[src/rtl/stpm_pkg.sv]
// ----------------------------------------------------------------------------
// stpm_pkg
// Types, register codes and colour ramp tables of the scalar-to-colour mapper.
// ----------------------------------------------------------------------------
package stpm_pkg;

   typedef struct packed {
      logic signed [31:0] sample_value;
      logic               sample_finite;
   } req_data_type;

   typedef struct packed {
      logic [7:0] red_level;
      logic [7:0] green_level;
      logic [7:0] blue_level;
   } rsp_data_type;

   typedef enum logic [1:0] {
      CSR_STRETCH_LOW  = 2'd0,
      CSR_STRETCH_HIGH = 2'd1,
      CSR_PALETTE      = 2'd2
   } csr_index_type;

   typedef enum logic [1:0] {
      PAL_GREY    = 2'd0,
      PAL_VIRIDIS = 2'd1,
      PAL_ENERGY  = 2'd2,
      PAL_JET     = 2'd3
   } palette_type;

   typedef enum logic [1:0] {
      KIND_ZERO   = 2'd0,
      KIND_FULL   = 2'd1,
      KIND_DIVIDE = 2'd2
   } kind_type;

   typedef struct packed {
      kind_type    kind;
      logic [31:0] diff;
      logic [31:0] span;
   } work_type;

   typedef struct packed {
      logic full;
      logic valid;
   } queue_status_type;

   localparam logic signed [31:0] STRETCH_LOW_RESET  = 32'sd0;
   localparam logic signed [31:0] STRETCH_HIGH_RESET = 32'sd65536;
   localparam logic [3:0]         LAST_SEGMENT       = 4'd14;

   localparam logic [7:0] RAMP_VIRIDIS [48] = '{
      8'd68,  8'd1,   8'd84,  8'd72,  8'd26,  8'd108, 8'd71,  8'd47,  8'd125,
      8'd65,  8'd68,  8'd135, 8'd57,  8'd86,  8'd140, 8'd49,  8'd104, 8'd142,
      8'd42,  8'd120, 8'd142, 8'd35,  8'd136, 8'd142, 8'd31,  8'd152, 8'd139,
      8'd34,  8'd168, 8'd132, 8'd53,  8'd183, 8'd121, 8'd85,  8'd198, 8'd103,
      8'd122, 8'd209, 8'd81,  8'd165, 8'd219, 8'd54,  8'd210, 8'd226, 8'd27,
      8'd253, 8'd231, 8'd37};

   localparam logic [7:0] RAMP_ENERGY [48] = '{
      8'd48,  8'd18,  8'd59,  8'd65,  8'd69,  8'd171, 8'd74,  8'd117, 8'd240,
      8'd70,  8'd160, 8'd253, 8'd49,  8'd198, 8'd223, 8'd34,  8'd225, 8'd190,
      8'd48,  8'd243, 8'd140, 8'd96,  8'd253, 8'd89,  8'd146, 8'd255, 8'd52,
      8'd188, 8'd243, 8'd42,  8'd222, 8'd220, 8'd49,  8'd247, 8'd187, 8'd49,
      8'd254, 8'd145, 8'd38,  8'd241, 8'd99,  8'd22,  8'd216, 8'd60,  8'd9,
      8'd165, 8'd20,  8'd2};

   localparam logic [7:0] RAMP_JET [48] = '{
      8'd0,   8'd0,   8'd143, 8'd0,   8'd0,   8'd207, 8'd0,   8'd0,   8'd255,
      8'd0,   8'd63,  8'd255, 8'd0,   8'd127, 8'd255, 8'd0,   8'd191, 8'd255,
      8'd38,  8'd255, 8'd214, 8'd93,  8'd255, 8'd159, 8'd159, 8'd255, 8'd93,
      8'd214, 8'd255, 8'd38,  8'd255, 8'd208, 8'd0,   8'd255, 8'd145, 8'd0,
      8'd255, 8'd81,  8'd0,   8'd255, 8'd18,  8'd0,   8'd207, 8'd0,   8'd0,
      8'd143, 8'd0,   8'd0};

   function automatic logic [7:0] anchor_level(palette_type pal, logic [3:0] idx,
                                                logic [1:0] ch);
      logic [5:0] pos;
      logic [7:0] lvl;
      pos = 6'(idx) * 6'd3 + 6'(ch);
      unique case (pal)
         PAL_ENERGY: lvl = RAMP_ENERGY[pos];
         PAL_JET:    lvl = RAMP_JET[pos];
         default:    lvl = RAMP_VIRIDIS[pos];
      endcase
      return lvl;
   endfunction

endpackage

[src/rtl/scalar_to_colour_pixel_mapper.sv]
// ----------------------------------------------------------------------------
// scalar_to_colour_pixel_mapper
// Maps signed fixed-point samples to RGB pixels through a grey or colour ramp.
// ----------------------------------------------------------------------------
// Accepts one sample per clock and returns one pixel per sample, in order, at
// a sustained rate of one per cycle while rsp_ready is high. A sample passes
// through the front register, the queue, NORM_BITS + 1 divider stages, the
// segment stage and the output register; the restoring divider produces one
// quotient bit per stage. The stretch and palette registers are read as items
// pass, so write them only while the block is idle.
module scalar_to_colour_pixel_mapper #(
   parameter int SAMPLE_FRAC_BITS = 16,
   parameter int NORM_BITS        = 16
) (
   input  logic                   clock,
   input  logic                   reset,
   input  logic                   req_valid,
   output logic                   req_ready,
   input  stpm_pkg::req_data_type req_data,
   output logic                   rsp_valid,
   input  logic                   rsp_ready,
   output stpm_pkg::rsp_data_type rsp_data,
   input  logic                   csr_we,
   input  logic [1:0]             csr_index,
   input  logic [31:0]            csr_wdata
);
   import stpm_pkg::*;

   logic signed [31:0] stretch_low_ff;
   logic signed [31:0] stretch_high_ff;
   palette_type        palette_ff;
   queue_status_type   queue_status;
   logic               push, pop, out_grey;
   work_type           push_data, head;

   always_ff @(posedge clock) begin
      if (reset) begin
         stretch_low_ff  <= STRETCH_LOW_RESET;
         stretch_high_ff <= STRETCH_HIGH_RESET;
         palette_ff      <= PAL_VIRIDIS;
      end else if (csr_we) begin
         unique case (csr_index_type'(csr_index))
            CSR_STRETCH_LOW:  stretch_low_ff  <= csr_wdata;
            CSR_STRETCH_HIGH: stretch_high_ff <= csr_wdata;
            CSR_PALETTE:      palette_ff      <= palette_type'(csr_wdata[1:0]);
            default:          ;
         endcase
      end
   end

   stpm_front #(.SAMPLE_FRAC_BITS(SAMPLE_FRAC_BITS)) u_front (
      .clock        (clock),
      .reset        (reset),
      .req_valid    (req_valid),
      .req_ready    (req_ready),
      .req_data     (req_data),
      .stretch_low  (stretch_low_ff),
      .stretch_high (stretch_high_ff),
      .queue_status (queue_status),
      .push         (push),
      .push_data    (push_data)
   );

   stpm_queue u_queue (
      .clock     (clock),
      .reset     (reset),
      .push      (push),
      .push_data (push_data),
      .pop       (pop),
      .status    (queue_status),
      .head      (head)
   );

   stpm_back #(.NORM_BITS(NORM_BITS)) u_back (
      .clock        (clock),
      .reset        (reset),
      .queue_status (queue_status),
      .head         (head),
      .pop          (pop),
      .palette      (palette_ff),
      .rsp_valid    (rsp_valid),
      .rsp_ready    (rsp_ready),
      .rsp_data     (rsp_data),
      .out_grey     (out_grey)
   );

   // reset empties the queue and the output
   assert property (@(posedge clock) reset |=> !rsp_valid && !queue_status.valid)
      else $error("pipeline not empty after reset");

   // grey pixels have equal channels
   assert property (@(posedge clock) disable iff (reset)
      rsp_valid && out_grey |->
         rsp_data.red_level == rsp_data.green_level &&
         rsp_data.green_level == rsp_data.blue_level)
      else $error("grey pixel with unequal channels");

   // nothing is popped from an empty queue
   assert property (@(posedge clock) disable iff (reset) pop |-> queue_status.valid)
      else $error("pop from empty queue");

endmodule

[src/rtl/stpm_front.sv]
// ----------------------------------------------------------------------------
// stpm_front
// Takes samples, applies the stretch limits and classifies each sample as
// zero, full scale or needing a division.
// ----------------------------------------------------------------------------
module stpm_front #(
   parameter int SAMPLE_FRAC_BITS = 16
) (
   input  logic                       clock,
   input  logic                       reset,
   input  logic                       req_valid,
   output logic                       req_ready,
   input  stpm_pkg::req_data_type     req_data,
   input  logic signed [31:0]         stretch_low,
   input  logic signed [31:0]         stretch_high,
   input  stpm_pkg::queue_status_type queue_status,
   output logic                       push,
   output stpm_pkg::work_type         push_data
);
   import stpm_pkg::*;

   logic               valid_ff, valid_in;
   work_type           work_ff, work_in;
   logic signed [33:0] lo, hi, hi_eff, span, diff;

   assign push      = valid_ff && !queue_status.full;
   assign req_ready = !valid_ff || !queue_status.full;
   assign push_data = work_ff;

   always_comb begin
      lo     = 34'(stretch_low);
      hi     = 34'(stretch_high);
      hi_eff = (hi <= lo) ? lo + (34'sd1 <<< SAMPLE_FRAC_BITS) : hi;
      span   = hi_eff - lo;
      diff   = 34'(req_data.sample_value) - lo;
      work_in.span = span[31:0];
      work_in.diff = diff[31:0];
      priority if (!req_data.sample_finite || diff <= 34'sd0) begin
         work_in.kind = KIND_ZERO;
      end else if (diff >= span) begin
         work_in.kind = KIND_FULL;
      end else begin
         work_in.kind = KIND_DIVIDE;
      end
      valid_in = (req_valid && req_ready) || (valid_ff && queue_status.full);
   end

   always_ff @(posedge clock) begin
      if (reset) begin
         valid_ff <= 1'b0;
      end else begin
         valid_ff <= valid_in;
      end
      if (req_valid && req_ready) begin
         work_ff <= work_in;
      end
   end

endmodule

[src/rtl/stpm_queue.sv]
// ----------------------------------------------------------------------------
// stpm_queue
// Two-entry queue between the classifying front and the mapping back.
// ----------------------------------------------------------------------------
module stpm_queue (
   input  logic                       clock,
   input  logic                       reset,
   input  logic                       push,
   input  stpm_pkg::work_type         push_data,
   input  logic                       pop,
   output stpm_pkg::queue_status_type status,
   output stpm_pkg::work_type         head
);
   import stpm_pkg::*;

   work_type   entry_ff [2];
   logic       wr_ptr_ff, wr_ptr_in;
   logic       rd_ptr_ff, rd_ptr_in;
   logic [1:0] count_ff, count_in;

   assign status.full  = (count_ff == 2'd2);
   assign status.valid = (count_ff != 2'd0);
   assign head         = entry_ff[rd_ptr_ff];

   always_comb begin
      wr_ptr_in = push ? !wr_ptr_ff : wr_ptr_ff;
      rd_ptr_in = pop ? !rd_ptr_ff : rd_ptr_ff;
      count_in  = count_ff + 2'(push) - 2'(pop);
   end

   always_ff @(posedge clock) begin
      if (reset) begin
         wr_ptr_ff <= 1'b0;
         rd_ptr_ff <= 1'b0;
         count_ff  <= 2'd0;
      end else begin
         wr_ptr_ff <= wr_ptr_in;
         rd_ptr_ff <= rd_ptr_in;
         count_ff  <= count_in;
      end
      if (push) begin
         entry_ff[wr_ptr_ff] <= push_data;
      end
   end

endmodule

[src/rtl/stpm_back.sv]
// ----------------------------------------------------------------------------
// stpm_back
// Pipelined restoring divider, one quotient bit per stage, followed by the
// segment split and the per-channel ramp interpolation (grey palette: t scaled by 255).
// ----------------------------------------------------------------------------
module stpm_back #(
   parameter int NORM_BITS = 16
) (
   input  logic                       clock,
   input  logic                       reset,
   input  stpm_pkg::queue_status_type queue_status,
   input  stpm_pkg::work_type         head,
   output logic                       pop,
   input  stpm_pkg::palette_type      palette,
   output logic                       rsp_valid,
   input  logic                       rsp_ready,
   output stpm_pkg::rsp_data_type     rsp_data,
   output logic                       out_grey
);
   import stpm_pkg::*;

   localparam int TW = NORM_BITS + 1;

   logic                 advance;
   logic                 div_valid_ff [NORM_BITS+1];
   kind_type             div_kind_ff  [NORM_BITS+1];
   logic [31:0]          div_rem_ff   [NORM_BITS+1];
   logic [31:0]          div_span_ff  [NORM_BITS+1];
   logic [NORM_BITS-1:0] div_quot_ff  [NORM_BITS+1];
   logic [31:0]          rem_in       [NORM_BITS];
   logic [NORM_BITS-1:0] quot_in      [NORM_BITS];
   logic [32:0]          shifted      [NORM_BITS];
   logic                 ge           [NORM_BITS];

   logic              t_in;
   logic [TW-1:0]     t_val;
   logic [TW+3:0]     s_val;
   logic [3:0]        seg_in;
   logic [TW+3:0]     f_wide;

   logic              seg_valid_ff;
   palette_type       seg_pal_ff;
   logic [TW-1:0]     seg_t_ff;
   logic [3:0]        seg_idx_ff;
   logic [TW-1:0]     seg_f_ff;

   logic              rsp_valid_ff;
   rsp_data_type      rsp_data_ff, rsp_data_in;
   logic              grey_ff;

   logic [TW+8:0]     grey_sum;
   logic [7:0]        lvl_a [3];
   logic [7:0]        lvl_b [3];
   logic signed [8:0] delta [3];
   logic signed [TW+10:0] num [3];
   logic [7:0]        chan [3];

   assign advance   = !rsp_valid_ff || rsp_ready;
   assign pop       = advance && queue_status.valid;
   assign rsp_valid = rsp_valid_ff;
   assign rsp_data  = rsp_data_ff;
   assign out_grey  = grey_ff;
   assign t_in      = div_valid_ff[NORM_BITS];

   always_comb begin
      for (int k = 0; k < NORM_BITS; k++) begin
         shifted[k] = {div_rem_ff[k], 1'b0};
         ge[k]      = shifted[k] >= {1'b0, div_span_ff[k]};
         rem_in[k]  = ge[k] ? 32'(shifted[k] - {1'b0, div_span_ff[k]})
                            : shifted[k][31:0];
         quot_in[k] = {div_quot_ff[k][NORM_BITS-2:0], ge[k]};
      end
   end

   always_comb begin
      unique case (div_kind_ff[NORM_BITS])
         KIND_ZERO: t_val = '0;
         KIND_FULL: t_val = TW'(1) << NORM_BITS;
         default:   t_val = {1'b0, div_quot_ff[NORM_BITS]};
      endcase
      s_val  = (TW+4)'(t_val) * (TW+4)'(15);
      seg_in = (s_val[TW+3:NORM_BITS] > 5'(LAST_SEGMENT)) ? LAST_SEGMENT
                                                          : s_val[NORM_BITS+3:NORM_BITS];
      f_wide = s_val - ((TW+4)'(seg_in) << NORM_BITS);
   end

   always_comb begin
      grey_sum = (TW+9)'(seg_t_ff) * (TW+9)'(255) + ((TW+9)'(1) << (NORM_BITS-1));
      for (int c = 0; c < 3; c++) begin
         lvl_a[c] = anchor_level(seg_pal_ff, seg_idx_ff, 2'(c));
         lvl_b[c] = anchor_level(seg_pal_ff, seg_idx_ff + 4'd1, 2'(c));
         delta[c] = $signed({1'b0, lvl_b[c]}) - $signed({1'b0, lvl_a[c]});
         num[c]   = ((TW+11)'($signed({1'b0, lvl_a[c]})) <<< NORM_BITS)
                  + (TW+11)'($signed({1'b0, seg_f_ff})) * (TW+11)'(delta[c])
                  + ((TW+11)'(1) <<< (NORM_BITS-1));
         chan[c]  = num[c][NORM_BITS+7:NORM_BITS];
      end
      if (seg_pal_ff == PAL_GREY) begin
         rsp_data_in.red_level   = grey_sum[NORM_BITS+7:NORM_BITS];
         rsp_data_in.green_level = grey_sum[NORM_BITS+7:NORM_BITS];
         rsp_data_in.blue_level  = grey_sum[NORM_BITS+7:NORM_BITS];
      end else begin
         rsp_data_in.red_level   = chan[0];
         rsp_data_in.green_level = chan[1];
         rsp_data_in.blue_level  = chan[2];
      end
   end

   always_ff @(posedge clock) begin
      if (reset) begin
         for (int k = 0; k <= NORM_BITS; k++) begin
            div_valid_ff[k] <= 1'b0;
         end
         seg_valid_ff <= 1'b0;
         rsp_valid_ff <= 1'b0;
      end else if (advance) begin
         div_valid_ff[0] <= queue_status.valid;
         for (int k = 0; k < NORM_BITS; k++) begin
            div_valid_ff[k+1] <= div_valid_ff[k];
         end
         seg_valid_ff <= t_in;
         rsp_valid_ff <= seg_valid_ff;
      end
      if (advance) begin
         div_kind_ff[0] <= head.kind;
         div_rem_ff[0]  <= head.diff;
         div_span_ff[0] <= head.span;
         div_quot_ff[0] <= '0;
         for (int k = 0; k < NORM_BITS; k++) begin
            div_kind_ff[k+1] <= div_kind_ff[k];
            div_rem_ff[k+1]  <= rem_in[k];
            div_span_ff[k+1] <= div_span_ff[k];
            div_quot_ff[k+1] <= quot_in[k];
         end
         seg_pal_ff  <= palette;
         seg_t_ff    <= t_val;
         seg_idx_ff  <= seg_in;
         seg_f_ff    <= f_wide[TW-1:0];
         rsp_data_ff <= rsp_data_in;
         grey_ff     <= (seg_pal_ff == PAL_GREY);
      end
   end

endmodule
[config.mk]
export PLATFORM = sky130hd
export DESIGN_NAME = scalar_to_colour_pixel_mapper
export DESIGN_NICKNAME = d
export VERILOG_FILES = /design/src/rtl/stpm_pkg.sv /design/src/rtl/scalar_to_colour_pixel_mapper.sv /design/src/rtl/stpm_front.sv /design/src/rtl/stpm_queue.sv /design/src/rtl/stpm_back.sv
export SDC_FILE = /design/constraint.sdc
export NUM_CORES = 2
export LEC_CHECK = 0
export ABC_AREA = 1
export BUFFER_PORTS_ARGS = -buffer_cell sky130_fd_sc_hd__buf_2
export CORE_AREA = 2 2 581 583
export CTS_BUF_LIST = sky130_fd_sc_hd__clkbuf_8
export DETAILED_ROUTE_END_ITERATION = 10
export DIE_AREA = 0 0 583 585
export HOLD_SLACK_MARGIN = 0.02
export PLACE_DENSITY = 0.56
export SLEW_MARGIN = 20
export SYNTH_ARGS = -nofsm -noshare
export SYNTH_HDL_FRONTEND = slang
export SYNTH_SLANG_ARGS = --single-unit
[constraint.sdc]
create_clock -name clock -period 100.8 [get_ports clock]
set_clock_uncertainty 0.1 [all_clocks]
set_input_delay 15.12 -clock clock [delete_from_list [all_inputs] [get_ports clock]]
set_output_delay 15.12 -clock clock [all_outputs]
set_load 0.01 [all_outputs]
==> summary.md <==
| Metric | Value |
|---|---|
| Root Buffer | `clkbuf_8` |
| DRC errors left | `0` |
| Clk slew on worst S/H paths | `60 ps` |
| Bufs on Longest Clock Path | `4` |
| Setup TNS | `0 ps` |
| Syn nets | `roughly 15k` |
| Synth Flop Type | `edfxtp_1` |
| Final period util | `18.1%` |
| Most used cell, CP | `buf_12` |
| H-tree levels | `5` |
| Wire per inst | `roughly 19 um` |
| Achievable Freq | `about 0.055 GHz` |
| Synth warn | `0` |
| Post-synth EDFFs | `around 1.5k` |
| Worst Setup Path Type | `input port to register` |
| Via-to-Cell Ratio | `5.03` |
| Grt ovf | `0` |
| Final Routed Wirelength | `341,000 um` |
| DR iter-0 viols | `between 6k and 7k` |
| Initial antenna violation count | `6` |
| Register area share after synthesis | `roughly 40%` |
| Worst Tran Pin Value | `1470 ps` |
| DP HPWL | `266,000 um` |
| Largest net degree at the start of global routing | `a little under 200` |
| Die area | `roughly 340,000 sq um` |
| Beginning of the worst register-to-register path | `u_back.seg_idx_ff[0]$_DFFE_PP_` |
| Detailed-route via count | `91.9k` |
| Share of cells above drive strength 1 | `6.24%` |
| RSZ-0062 raised after global routing | `false` |
| Worst Path Required | `between 100,000 and 150,000 ps` |
| Async SR Flop Fraction | `0%` |
| IO Count | `about 100` |
| Post-Syn Area | `approximately 120,000 sq um` |
| Fin crit period | `around 18,000 ps` |
| Crit path launch | `rsp_ready` |
| Setup ws final | `about 83,000 ps` |
| Fillers | `34.4k` |
| Final slew viol count | `0` |
| Final ANT Viol Nets | `0` |
| Min-Delay Path Depth | `0` |
| DRT Pass-1 Iters | `8` |
| Number of global-route vias before repair | `roughly 91k` |
| R2R cell count | `49` |
| Clock latency on the worst-skew pair | `1010 ps` |
| Width of the die | `just under 600 um` |
| Gr usage total | `between 10% and 20%` |
| # rows | `approximately 210` |
| Pre-CTS WS | `81,700 ps` |
| Final setup fails | `0` |
| Worst Path Arrival | `18,770 ps` |
| Setup bufs post-CTS | `0` |
| CTS sink cnt | `~1.5k` |
| # hold bufs at CTS | `0` |
| Final Hold Viols | `0` |
| Nets | `between 15k and 20k` |
| Outcome | `completed` |
| Final cell area excluding filler cells | `approximately 130,000 sq um` |
| CTS tree | `done` |
| Buffers added on ports | `between 90 and 100` |
| Worst Hold Class | `register to register` |
| Mapped Cells | `about 14k` |
| CP startpoint kind | `input port` |
| Post-cts resize count | `0` |
| Gpl congestion | `just over 0.9` |
| Yosys cell types | `83` |
| Syn avg cell area | `around 8.6 sq um` |
| Slew margin rel. | `approximately 2.1%` |
| First-pass GRT wire length | `between 500,000 and 600,000 um` |
| Max FO, Critical Path | `between 150 and 200` |
| Area grow syn2layout | `8.83%` |
| Initial Utilization | `around a third` |
| Max cap viols | `0` |
| Flops & latches, synth | `roughly 1.5k` |
| CP max stage cell | `buf_4` |
| Crit path cell chain | `buf_2 > nor2_1 > inv_8 > buf_4 > buf_12 > buf_12` |
| Worst stage delay on the critical path | `770 ps` |
| Core area | `335,000 sq um` |
| Num CTS Buffers | `between 200 and 300` |
| Height of the die | `between 500 and 600 um` |
| HP Start | `u_back.div_quot_ff[1][48]$_DFFE_PP_` |
| Placed cell area | `between 100,000 and 150,000 sq um` |
| Crit end category | `register` |
-- per-layer routing --
layer	global-route usage [%]	part of all wire (%)
met5	0	0.010
met4	7.05	3.9
met3	2.63	4.9
met2	34.9	49
met1	24.3	42
-- stage by stage --
stage               cells  hold slack [ps]  util (%)
floorplan           13500              300         -
global placement    17800              301      36.2
detailed placement  17800              305      36.2
CTS                 18300              238      37.8
global route        18300              241      37.8
finish              18300              248      37.8
-- sequential cells by signal, summed over array words and instances (netlist names), named ones only --
name	count
u_back.div_rem_ff	512
u_back.div_span_ff	512
u_back.div_quot_ff	136
u_queue.entry_ff	132
u_front.push_data	66
u_back.div_kind_ff	34
stretch_high_ff	32
stretch_low_ff	32
u_back.rsp_data	24
u_back.div_valid_ff	17
u_back.seg_f_ff	17
u_back.seg_t_ff	16
u_back.seg_idx_ff	4
palette_ff	2
u_back.seg_pal_ff	2
u_queue.count_ff	2
u_back.rsp_valid	1
u_back.seg_valid_ff	1
u_front.valid_ff	1
u_queue.rd_ptr_ff	1
u_queue.wr_ptr_ff	1
-- area by class of cell --
| cell class | count | area, sq um | share of cell area, % |
|---|---|---|---|
| tap | 4407 | 5510 | 4.35 |
| clock inverter | 216 | 1510 | 1.19 |
| sequential | 1546 | 45700 | 36.0 |
| timing repair buffer | 174 | 1110 | 0.878 |
| inverter | 2100 | 7920 | 6.24 |
| antenna | 5 | 12.5 | 0.00986 |
| multi-input combinational | 9535 | 61100 | 48.2 |
| clock buffer | 290 | 3990 | 3.15 |
-- synthesized netlist by cell type, types with 139 or more instances --
library cell / instances / area share, %
a21oi_1: 925 / 4.0
xnor2_1: 226 / 1.7
clkbuf_1: 139 / 0.45
edfxtp_1: 1472 / 38
inv_1: 2038 / 6.6
fa_1: 465 / 8.0
nor2_1: 1108 / 3.6
nand3_1: 485 / 2.1
ha_1: 913 / 9.8
o21ai_1: 232 / 1.0
nand2_1: 2938 / 9.5
o21ai_0: 895 / 3.8
xor2_1: 256 / 1.9
-- critical path: cells and delay by family --
family / cells / cell delay, ps
buffers and inverters: 5 / 2620
AND/OR/NAND/NOR: 1 / 100
-- path summary, 6_finish.rpt --
path,to,slack (ps)
setup / recovery,u_back.div_rem_ff[0][484]$_DFFE_PP_,82560
setup reg to reg,u_back.rsp_data[15]$_DFFE_PP_,87210
hold reg to reg,u_back.div_quot_ff[2][1]$_DFFE_PP_,250
hold / removal,u_back.div_quot_ff[2][1]$_DFFE_PP_,250
-- cells by family after synthesis --
kind of cell,after synthesis,synth area share [%]
AOI/OAI and AO/OA,2641,12.8
xor gates and xnor gates,486,3.70
adders and majority gates,1378,17.8
buffers and inverters,2421,8.40
DFF,1546,39.2
muxes,66,0.638
and+or+nand+nor,4964,17.5
-- placed cells by master, fill, tap and decap left out, types with 226 or more instances in the layout --
master    instances
o21ai_1         234
nand2_1        2937
nor2_1         1105
edfxtp_1       1472
nand3_1         484
o21ai_0         893
xnor2_1         226
clkbuf_8        290
ha_1            913
inv_1          2118
fa_1            465
xor2_1          256
a21oi_1         925
Power is left out: the tool's default activity adds up to more than one toggle a clock period on the data nets, which glitch-free logic cannot reach.
